`src/design/gsfr_pkg.sv`:
```
// gsfr_pkg: constants and types shared by the gas sensor frame receiver
// no dependencies; compile first
`default_nettype none

package gsfr_pkg;

    localparam logic [7:0] SYNC_FIRST  = 8'hAA;
    localparam logic [7:0] SYNC_SECOND = 8'h55;

    localparam int FRAME_LEN = 19;
    localparam int STORE_LEN = FRAME_LEN - 1;
    localparam int CNT_W     = $clog2(FRAME_LEN);
    localparam int SLOW_BASE = 12;

    localparam logic [CNT_W-1:0] LAST_IDX = CNT_W'(FRAME_LEN - 1);

    localparam logic [7:0] ID_INSP   = 8'd0;
    localparam logic [7:0] ID_EXP    = 8'd1;
    localparam logic [7:0] ID_IDS    = 8'd3;
    localparam logic [7:0] ID_STATUS = 8'd4;
    localparam logic [7:0] ID_CONFIG = 8'd5;
    localparam logic [7:0] ID_ZERO   = 8'd6;

    localparam logic [1:0] KIND_NONE = 2'd0;
    localparam logic [1:0] KIND_CO2  = 2'd1;
    localparam logic [1:0] KIND_AA   = 2'd2;

    localparam int         KIND_AA_BIT  = 2;
    localparam int         KIND_CO2_BIT = 1;
    localparam logic [7:0] ZERO_MASK    = 8'h03;

    typedef logic [STORE_LEN-1:0][7:0] t_frame_bytes;

    typedef struct packed {
        logic         fire;
        logic         good;
        t_frame_bytes bytes;
    } t_frame_evt;

    typedef struct packed {
        logic        status;
        logic [7:0]  frame_id;
        logic [15:0] co2;
        logic [15:0] n2o;
        logic [15:0] agent_one;
        logic [15:0] agent_two;
        logic [15:0] oxygen;
        logic [31:0] insp_values;
        logic [31:0] exp_values;
        logic [31:0] ids_and_pressure;
        logic [23:0] sensor_status;
        logic [10:0] module_info;
    } t_result;

endpackage

`default_nettype wire

```
`src/design/gsfr_if.sv`:
```
// gsfr_in_if / gsfr_out_if: valid-ready channels of the frame receiver
// no dependencies
`default_nettype none

interface gsfr_in_if;
    logic       valid;
    logic       ready;
    logic [7:0] rx_byte;

    modport source (output valid, output rx_byte, input ready);
    modport sink   (input valid, input rx_byte, output ready);
endinterface

interface gsfr_out_if;
    logic        valid;
    logic        ready;
    logic        status;
    logic [7:0]  frame_id;
    logic [15:0] co2;
    logic [15:0] n2o;
    logic [15:0] agent_one;
    logic [15:0] agent_two;
    logic [15:0] oxygen;
    logic [31:0] insp_values;
    logic [31:0] exp_values;
    logic [31:0] ids_and_pressure;
    logic [23:0] sensor_status;
    logic [10:0] module_info;

    modport source (
        output valid, output status, output frame_id, output co2, output n2o,
        output agent_one, output agent_two, output oxygen, output insp_values,
        output exp_values, output ids_and_pressure, output sensor_status,
        output module_info, input ready
    );
    modport sink (
        input valid, input status, input frame_id, input co2, input n2o,
        input agent_one, input agent_two, input oxygen, input insp_values,
        input exp_values, input ids_and_pressure, input sensor_status,
        input module_info, output ready
    );
endinterface

`default_nettype wire

```
`src/design/gsfr_collector.sv`:
```
// gsfr_collector: sync hunt, frame byte capture and running checksum
// depends on gsfr_pkg
`default_nettype none

module gsfr_collector (
    input  logic                i_clk,
    input  logic                i_rst_n,
    input  logic                i_valid,
    input  logic [7:0]          i_byte,
    input  logic                i_res_free,
    output logic                o_ready,
    output gsfr_pkg::t_frame_evt o_evt
);

    logic                       r_hunting;
    logic [7:0]                 r_prev;
    logic [gsfr_pkg::CNT_W-1:0] r_count;
    logic [7:0]                 r_sum;
    gsfr_pkg::t_frame_bytes     r_frame;

    logic                       n_hunting;
    logic [7:0]                 n_prev;
    logic [gsfr_pkg::CNT_W-1:0] n_count;
    logic [7:0]                 n_sum;

    logic fire;
    logic last_pending;
    logic [7:0] sum_next;

    assign last_pending = !r_hunting && (r_count == gsfr_pkg::LAST_IDX);
    assign o_ready      = !last_pending || i_res_free;
    assign fire         = i_valid && o_ready;
    assign sum_next     = r_sum + i_byte;

    always_comb begin
        n_hunting = r_hunting;
        n_prev    = r_prev;
        n_count   = r_count;
        n_sum     = r_sum;
        if (fire) begin
            if (r_hunting) begin
                if (r_prev == gsfr_pkg::SYNC_FIRST && i_byte == gsfr_pkg::SYNC_SECOND) begin
                    n_hunting = 1'b0;
                end
                n_prev = i_byte;
            end else if (last_pending) begin
                n_hunting = 1'b1;
                n_prev    = '0;
                n_count   = '0;
                n_sum     = '0;
            end else begin
                n_count = r_count + gsfr_pkg::CNT_W'(1);
                n_sum   = sum_next;
            end
        end
    end

    always_ff @(posedge i_clk) begin
        if (!i_rst_n) begin
            r_hunting <= 1'b1;
            r_prev    <= '0;
            r_count   <= '0;
            r_sum     <= '0;
        end else begin
            r_hunting <= n_hunting;
            r_prev    <= n_prev;
            r_count   <= n_count;
            r_sum     <= n_sum;
        end
    end

    always_ff @(posedge i_clk) begin
        if (fire && !r_hunting && !last_pending) begin
            r_frame[r_count] <= i_byte;
        end
    end

    assign o_evt.fire  = fire && last_pending;
    assign o_evt.good  = (sum_next == 8'd0);
    assign o_evt.bytes = r_frame;

endmodule

`default_nettype wire

```
`src/design/gsfr_decoder.sv`:
```
// gsfr_decoder: slow-data record stores and the result register
// depends on gsfr_pkg
`default_nettype none

module gsfr_decoder (
    input  logic                 i_clk,
    input  logic                 i_rst_n,
    input  gsfr_pkg::t_frame_evt i_evt,
    input  logic                 i_out_ready,
    output logic                 o_res_free,
    output logic                 o_valid,
    output gsfr_pkg::t_result    o_res
);

    logic              r_valid;
    gsfr_pkg::t_result r_res;
    logic [31:0]       r_insp;
    logic [31:0]       r_exp;
    logic [31:0]       r_ids;
    logic [23:0]       r_stat;
    logic [7:0]        r_cfg;
    logic [1:0]        r_kind;
    logic              r_zero;

    gsfr_pkg::t_result n_res;
    logic [31:0]       n_insp;
    logic [31:0]       n_exp;
    logic [31:0]       n_ids;
    logic [23:0]       n_stat;
    logic [7:0]        n_cfg;
    logic [1:0]        n_kind;
    logic              n_zero;

    logic [7:0] s0, s1, s2, s3, s4, s5;
    logic [7:0] id;
    logic       upd;

    assign id  = i_evt.bytes[0];
    assign s0  = i_evt.bytes[gsfr_pkg::SLOW_BASE + 0];
    assign s1  = i_evt.bytes[gsfr_pkg::SLOW_BASE + 1];
    assign s2  = i_evt.bytes[gsfr_pkg::SLOW_BASE + 2];
    assign s3  = i_evt.bytes[gsfr_pkg::SLOW_BASE + 3];
    assign s4  = i_evt.bytes[gsfr_pkg::SLOW_BASE + 4];
    assign s5  = i_evt.bytes[gsfr_pkg::SLOW_BASE + 5];
    assign upd = i_evt.fire && i_evt.good;

    assign o_res_free = !r_valid || i_out_ready;

    always_comb begin
        n_insp = r_insp;
        n_exp  = r_exp;
        n_ids  = r_ids;
        n_stat = r_stat;
        n_cfg  = r_cfg;
        n_kind = r_kind;
        n_zero = r_zero;
        if (upd) begin
            unique case (id)
                gsfr_pkg::ID_INSP:   n_insp = {s3, s2, s1, s0};
                gsfr_pkg::ID_EXP:    n_exp  = {s3, s2, s1, s0};
                gsfr_pkg::ID_IDS:    n_ids  = {s2, s3, s4, s5};
                gsfr_pkg::ID_STATUS: n_stat = {s2, s3, s4};
                gsfr_pkg::ID_CONFIG: begin
                    n_cfg = s0;
                    if (s0[gsfr_pkg::KIND_AA_BIT]) begin
                        n_kind = gsfr_pkg::KIND_AA;
                    end else if (s0[gsfr_pkg::KIND_CO2_BIT]) begin
                        n_kind = gsfr_pkg::KIND_CO2;
                    end else begin
                        n_kind = gsfr_pkg::KIND_NONE;
                    end
                end
                gsfr_pkg::ID_ZERO:   n_zero = ((s2 & gsfr_pkg::ZERO_MASK) == 8'd0);
                default: ;
            endcase
        end
    end

    always_comb begin
        n_res.status           = !i_evt.good;
        n_res.frame_id         = id;
        n_res.co2              = i_evt.good ? {i_evt.bytes[2],  i_evt.bytes[3]}  : 16'd0;
        n_res.n2o              = i_evt.good ? {i_evt.bytes[4],  i_evt.bytes[5]}  : 16'd0;
        n_res.agent_one        = i_evt.good ? {i_evt.bytes[6],  i_evt.bytes[7]}  : 16'd0;
        n_res.agent_two        = i_evt.good ? {i_evt.bytes[8],  i_evt.bytes[9]}  : 16'd0;
        n_res.oxygen           = i_evt.good ? {i_evt.bytes[10], i_evt.bytes[11]} : 16'd0;
        n_res.insp_values      = n_insp;
        n_res.exp_values       = n_exp;
        n_res.ids_and_pressure = n_ids;
        n_res.sensor_status    = n_stat;
        n_res.module_info      = {n_cfg, n_kind, n_zero};
    end

    always_ff @(posedge i_clk) begin
        if (!i_rst_n) begin
            r_valid <= 1'b0;
            r_insp  <= '0;
            r_exp   <= '0;
            r_ids   <= '0;
            r_stat  <= '0;
            r_cfg   <= '0;
            r_kind  <= gsfr_pkg::KIND_NONE;
            r_zero  <= 1'b0;
        end else begin
            r_insp <= n_insp;
            r_exp  <= n_exp;
            r_ids  <= n_ids;
            r_stat <= n_stat;
            r_cfg  <= n_cfg;
            r_kind <= n_kind;
            r_zero <= n_zero;
            if (i_evt.fire) begin
                r_valid <= 1'b1;
            end else if (i_out_ready) begin
                r_valid <= 1'b0;
            end
        end
    end

    always_ff @(posedge i_clk) begin
        if (i_evt.fire) begin
            r_res <= n_res;
        end
    end

    assign o_valid = r_valid;
    assign o_res   = r_res;

endmodule

`default_nettype wire

```
`src/design/gas_sensor_frame_receiver_top.sv`:
```
// gas_sensor_frame_receiver_top: byte-in, frame-result-out gas sensor receiver
// depends on gsfr_pkg, gsfr_if, gsfr_collector, gsfr_decoder
//
// usage
//   i_rx carries one received byte per beat; o_res carries one result per
//   completed 19-byte frame. The block hunts for 0xAA 0x55, then captures the
//   next 19 bytes; byte count and checksum update on every frame byte.
// throughput
//   one byte per cycle (capture register and sum) unless the last byte stalls.
// latency
//   the result beat is valid the cycle after the last frame byte is taken.
// stalls
//   only the last byte of a frame waits for the result register to be free;
//   hunting and other frame bytes are taken while a result is still pending.
// reset
//   synchronous, active low: hunting for sync, count and sum cleared, held
//   slow records cleared to zero, no result pending.
`default_nettype none

module gas_sensor_frame_receiver_top (
    input  logic        i_clk,
    input  logic        i_rst_n,
    gsfr_in_if.sink     i_rx,
    gsfr_out_if.source  o_res
);

    gsfr_pkg::t_frame_evt evt;
    gsfr_pkg::t_result    res;
    logic                 res_free;
    logic                 res_valid;

    gsfr_collector u_collector (
        .i_clk      (i_clk),
        .i_rst_n    (i_rst_n),
        .i_valid    (i_rx.valid),
        .i_byte     (i_rx.rx_byte),
        .i_res_free (res_free),
        .o_ready    (i_rx.ready),
        .o_evt      (evt)
    );

    gsfr_decoder u_decoder (
        .i_clk       (i_clk),
        .i_rst_n     (i_rst_n),
        .i_evt       (evt),
        .i_out_ready (o_res.ready),
        .o_res_free  (res_free),
        .o_valid     (res_valid),
        .o_res       (res)
    );

    assign o_res.valid            = res_valid;
    assign o_res.status           = res.status;
    assign o_res.frame_id         = res.frame_id;
    assign o_res.co2              = res.co2;
    assign o_res.n2o              = res.n2o;
    assign o_res.agent_one        = res.agent_one;
    assign o_res.agent_two        = res.agent_two;
    assign o_res.oxygen           = res.oxygen;
    assign o_res.insp_values      = res.insp_values;
    assign o_res.exp_values       = res.exp_values;
    assign o_res.ids_and_pressure = res.ids_and_pressure;
    assign o_res.sensor_status    = res.sensor_status;
    assign o_res.module_info      = res.module_info;

endmodule

`default_nettype wire

```
`src/flat_wrapper.sv`:
```
// flat-port wrapper written by rule: the top's interface ports become plain ports
module gas_sensor_frame_receiver_top_flat 
  (i_clk, i_rst_n, i_rx_valid, i_rx_rx_byte, i_rx_ready, o_res_valid, o_res_status, o_res_frame_id, o_res_co2, o_res_n2o, o_res_agent_one, o_res_agent_two, o_res_oxygen, o_res_insp_values, o_res_exp_values, o_res_ids_and_pressure, o_res_sensor_status, o_res_module_info, o_res_ready);
  gsfr_in_if i_rx_i ();
  gsfr_out_if o_res_i ();
  input  logic i_clk;
  input  logic i_rst_n;
  input wire logic [$bits(i_rx_i.valid)-1:0] i_rx_valid;
  input wire logic [$bits(i_rx_i.rx_byte)-1:0] i_rx_rx_byte;
  output wire logic [$bits(i_rx_i.ready)-1:0] i_rx_ready;
  output wire logic [$bits(o_res_i.valid)-1:0] o_res_valid;
  output wire logic [$bits(o_res_i.status)-1:0] o_res_status;
  output wire logic [$bits(o_res_i.frame_id)-1:0] o_res_frame_id;
  output wire logic [$bits(o_res_i.co2)-1:0] o_res_co2;
  output wire logic [$bits(o_res_i.n2o)-1:0] o_res_n2o;
  output wire logic [$bits(o_res_i.agent_one)-1:0] o_res_agent_one;
  output wire logic [$bits(o_res_i.agent_two)-1:0] o_res_agent_two;
  output wire logic [$bits(o_res_i.oxygen)-1:0] o_res_oxygen;
  output wire logic [$bits(o_res_i.insp_values)-1:0] o_res_insp_values;
  output wire logic [$bits(o_res_i.exp_values)-1:0] o_res_exp_values;
  output wire logic [$bits(o_res_i.ids_and_pressure)-1:0] o_res_ids_and_pressure;
  output wire logic [$bits(o_res_i.sensor_status)-1:0] o_res_sensor_status;
  output wire logic [$bits(o_res_i.module_info)-1:0] o_res_module_info;
  input wire logic [$bits(o_res_i.ready)-1:0] o_res_ready;
  assign i_rx_i.valid = i_rx_valid;
  assign i_rx_i.rx_byte = i_rx_rx_byte;
  assign i_rx_ready = i_rx_i.ready;
  assign o_res_valid = o_res_i.valid;
  assign o_res_status = o_res_i.status;
  assign o_res_frame_id = o_res_i.frame_id;
  assign o_res_co2 = o_res_i.co2;
  assign o_res_n2o = o_res_i.n2o;
  assign o_res_agent_one = o_res_i.agent_one;
  assign o_res_agent_two = o_res_i.agent_two;
  assign o_res_oxygen = o_res_i.oxygen;
  assign o_res_insp_values = o_res_i.insp_values;
  assign o_res_exp_values = o_res_i.exp_values;
  assign o_res_ids_and_pressure = o_res_i.ids_and_pressure;
  assign o_res_sensor_status = o_res_i.sensor_status;
  assign o_res_module_info = o_res_i.module_info;
  assign o_res_i.ready = o_res_ready;
  gas_sensor_frame_receiver_top u_core (.i_clk(i_clk), .i_rst_n(i_rst_n), .i_rx(i_rx_i), .o_res(o_res_i));
endmodule
```
`config.mk`:
```
export PLATFORM = sky130hd
export DESIGN_NAME = gas_sensor_frame_receiver_top_flat
export DESIGN_NICKNAME = d
export VERILOG_FILES = /design/src/design/gsfr_pkg.sv /design/src/design/gsfr_if.sv /design/src/design/gsfr_collector.sv /design/src/design/gsfr_decoder.sv /design/src/design/gas_sensor_frame_receiver_top.sv /design/src/flat_wrapper.sv
export SDC_FILE = /design/constraint.sdc
export NUM_CORES = 1
export LEC_CHECK = 0
export ABC_CLOCK_PERIOD_IN_PS = 10220
export BUFFER_PORTS_ARGS = -buffer_cell sky130_fd_sc_hd__clkbuf_2
export CORE_MARGIN = 2
export CORE_UTILIZATION = 50
export DETAILED_ROUTE_END_ITERATION = 7
export PLACE_DENSITY = 0.82
export SLEW_MARGIN = 20
export SYNTH_ARGS = -nofsm -noshare
export SYNTH_HDL_FRONTEND = slang
export SYNTH_SLANG_ARGS = --single-unit
```
`constraint.sdc`:
```
create_clock -name i_clk -period 10.22 [get_ports i_clk]
set_clock_uncertainty 0.2 [all_clocks]
set_input_delay 1.022 -clock i_clk [delete_from_list [all_inputs] [get_ports i_clk]]
set_output_delay 1.022 -clock i_clk [all_outputs]
set_load 0.03 [all_outputs]
```
==> impl_results.md <==
* Status: finished, final reports clean
* Ys async rst share at 0%
* DIE HEIGHT at 200 µm
* Crit path max-delay family: simple AND/OR/NAND/NOR gates
* Highest-delay cell along the critical path: nand3_4
* Chip Width at 200 µm
* Global-route wire length before repair at 63500 µm
* Seq pwr share at 53.9%
* Arr. time, crit path at 5.07 ns
* Count of final setup violators at 0
* Vias in the first global route at 11300
* Clock Latency Late Sink at 0.56 ns
* Sw Ratio at 19.1%
* Placer congestion estimate at 0.817
* Worst-Margin Slew at 1.06 ns
* Routed WL at 41200 µm
* Clk slew on worst S/H paths at 0.07 ns
* Synthesized area at 0.0193 mm²
* Sink Count at 510
* Min cycle time layout at 4.96 ns
* Number of synthesized flops with an enable pin at 356
* Initial antenna violation count at 0
* Post-CTS Setup Inserts at 0
* Hold crit path type: reg -> reg
* P&R area growth vs syn at 16.6%
* Internal at 0.00329 W
* DIE AREA at 0.0401 mm²
* Unrepaired setup endpoints after global routing: false
* Avg Inst Size Synth at 15.1 µm²
* # diodes at 0
* Seq/Total Area, Yosys at 71.5%
* Period utilization at 48.5%
* Fillers at 2790
* Slew margin rel. at 29.6%
* Worst path cell trace: clkbuf_2 -> ha_1 -> fa_1 -> a211oi_2 -> o21bai_1 -> xnor2_1 -> and4bb_2 -> buf_4 -> nand3_4 -> mux2_1
* Post-synthesis cell type count at 54
* CP Max Fanout at 84
* Stages on the worst setup path at 10
* Vias per cell at 5.37
* Post-detail-place hpwl at 24800 µm
* Number of synthesis warnings at 0
* Largest net degree at the start of global routing at 98
* TritonRoute pass-1 iters at 5
* Power per Cell Area at 181 mW/mm²
* Max Fclk at 0.202 GHz
* Clock root cell: clkbuf_16
* Antenna Violating Nets Remaining at 0
* Top_reg_cell synth: edfxtp_1
* CP Launch Type: input port
* Final Max Tran Viols at 0
* Synthesized Nets at 1297
* Leakage Power at 9.20 nW
* Worst Reg-to-Reg Cells at 9
* #FFs+latches synth at 510
* Tot GR Track Use at 20.2%
* Standard-cell rows at 71
* Number of hold buffers added after cts at 0
* Crit path capture type: flop
* Setup TNS at 0 ns
* Worst Path Buf+Inv at 2
* Hold Crit Depth at 0
* WL/cell at 20.1 µm
* Final nets at 1522
* Clk pwr share at 44.8%
* DRC viols at 0
* IO Pins at 234
* Setup CP Type: in -> reg
* CTS Buf Count at 49
* Core ar. at 0.0378 mm²
* Switch Pwr at 0.000779 W
* Vias at 11000
* Max Cap Violations at 0
* Number of port buffers at 233
* Crit-path max cell delay at 0.78 ns
* Power share of the combinational group at 1.3%
* CTS Buffer Depth at 3
* Max VDD drop at 0.0000982 V
* Hold Vio Cnt, Final at 0
* Initial DRC Count at 973
* Cells after Synth at 1273
* Initial Util at 51.0%
* Resize count post-CTS at 0
* Post-route design area at 0.0225 mm²
* CTS tree: built
* CP required at 10.33 ns
* H-tree levels at 2
* Total grt overflow at 0
* Fraction of layout cells with a size suffix above 1 at 28.1%
* Placed Area at 0.0208 mm²
[routing by layer]
| layer | global-route usage [%] | wire length [µm] | part of all wire [%] |
|---|---|---|---|
| met5 | 0 | 0 | 0 |
| met2 | 35.5 | 21200 | 51 |
| met3 | 3.38 | 1980 | 4.8 |
| met4 | 8.44 | 1500 | 3.6 |
| met1 | 24.6 | 16500 | 40 |
[final cells by class]
cell class / instances / area (µm²) / area share (%)
Tap cell: 511 / 639 / 2.85
Clock buffer: 78 / 1440 / 6.40
Sequential cell: 510 / 13800 / 61.3
Timing Repair Buffer: 247 / 1280 / 5.71
Multi-Input combinational cell: 682 / 5090 / 22.7
Clock inverter: 13 / 190 / 0.847
Inverter: 8 / 37.5 / 0.167
[layout by cell type (no fill, tap or decap), types with 11 or more instances in the layout]
cell / instances
and2_1: 16
mux2_1: 30
and3_1: 82
clkbuf_2: 232
dfxtp_1: 154
a22oi_1: 14
mux2_2: 100
a21oi_1: 12
ha_1: 11
edfxtp_1: 356
clkbuf_1: 21
nor2_1: 25
clkbuf_16: 51
mux2i_1: 130
nand2_1: 188
buf_4: 13
[sequential cells by signal, summed over array words and instances, names as in the netlist, 8 cells and up]
register	flops
u_core.u_collector.o_evt	136
u_core.u_decoder.r_stat	24
u_core.u_decoder.r_insp	32
u_core.u_decoder.o_res	220
u_core.u_decoder.r_exp	32
u_core.u_decoder.r_cfg	8
u_core.u_collector.r_prev	8
u_core.u_decoder.r_ids	32
u_core.u_collector.r_sum	8
[worst reg2reg max path: stages, from the launching register on]
cell      delay (ns)
dfxtp_1         0.32
ha_1            0.21
fa_1            0.42
a211oi_2        0.30
o21bai_1        0.18
xnor2_1         0.12
and4bb_2        0.31
buf_4           0.57
nand3_4         0.81
mux2_1          0.63
[through the flow]
step	util (%)	total power, W	instances	hold WS (ns)	worst slack [ns]
3_3_place_gp	55.1	0.00229	1958	0.233	4.80
6_report	59.5	0.00407	2049	0.241	5.26
3_5_place_dp	55.1	0.00229	1958	0.237	4.69
5_1_grt	59.5	0.00418	2049	0.262	5.05
4_1_cts	59.5	0.00410	2049	0.241	5.26
2_1_floorplan	-	0.00227	1273	0.227	3.03
[cells in the mapped netlist (3+ instances only)]
cell | count | share of area, %
nor2_1 | 26 | 0.51
nand2b_1 | 5 | 0.16
buf_4 | 7 | 0.27
nand2_1 | 188 | 3.7
a22oi_1 | 14 | 0.55
nor4b_1 | 3 | 0.14
o21ai_0 | 10 | 0.26
inv_1 | 8 | 0.16
mux2_2 | 100 | 5.8
nor3_1 | 5 | 0.13
mux2i_1 | 130 | 6.8
nor4_1 | 5 | 0.16
xor2_1 | 3 | 0.14
nand3_1 | 3 | 0.078
mux2_1 | 30 | 1.8
buf_8 | 3 | 0.23
and3_1 | 82 | 2.7
dfxtp_1 | 154 | 16
and2_1 | 16 | 0.52
a21oi_1 | 12 | 0.31
clkbuf_1 | 41 | 0.80
edfxtp_1 | 356 | 56
a31oi_1 | 3 | 0.097
buf_6 | 7 | 0.41
ha_1 | 11 | 0.71
buf_2 | 15 | 0.39
[final timing paths]
| path | slack (ns) | endpoint | from |
|---|---|---|---|
| setup / recovery | 5.26 | u_core.u_decoder.o_res[32]$_DFFE_PP_ | i_rx_rx_byte[0] |
| hold reg to reg | 0.24 | u_core.u_decoder.o_res[218]$_DFFE_PP_ | u_core.u_collector.o_evt[7]$_DFFE_PP_ |
| setup reg to reg | 5.89 | u_core.u_decoder.o_res[32]$_DFFE_PP_ | u_core.u_collector.r_sum[0]$_SDFFE_PN0N_ |
| hold / removal | 0.24 | u_core.u_decoder.o_res[218]$_DFFE_PP_ | u_core.u_collector.o_evt[7]$_DFFE_PP_ |
[kinds of logic (layout without fill, tap and decap cells)]
family,after synthesis,count (layout),share of synthesized area [%]
fa+ha+maj,12,12,0.819
mux,260,260,14.4
xor+xnor,4,4,0.182
flops,510,510,71.5
simple gates,354,354,9.04
buf+inv,81,346,2.26
compound gates,52,52,1.82
[power by group through the flow]
stage / Sequential [W] / Combinational [W] / Clock [W]
floorplan: 0.00224 / 0.0000278 / 0
global placement: 0.00224 / 0.0000521 / 0
detailed placement: 0.00224 / 0.0000537 / 0
CTS: 0.00219 / 0.0000542 / 0.00185
global route: 0.00219 / 0.0000592 / 0.00193
finish: 0.00219 / 0.0000543 / 0.00182
No activity file was read; power rests on OpenSTA's default activity.
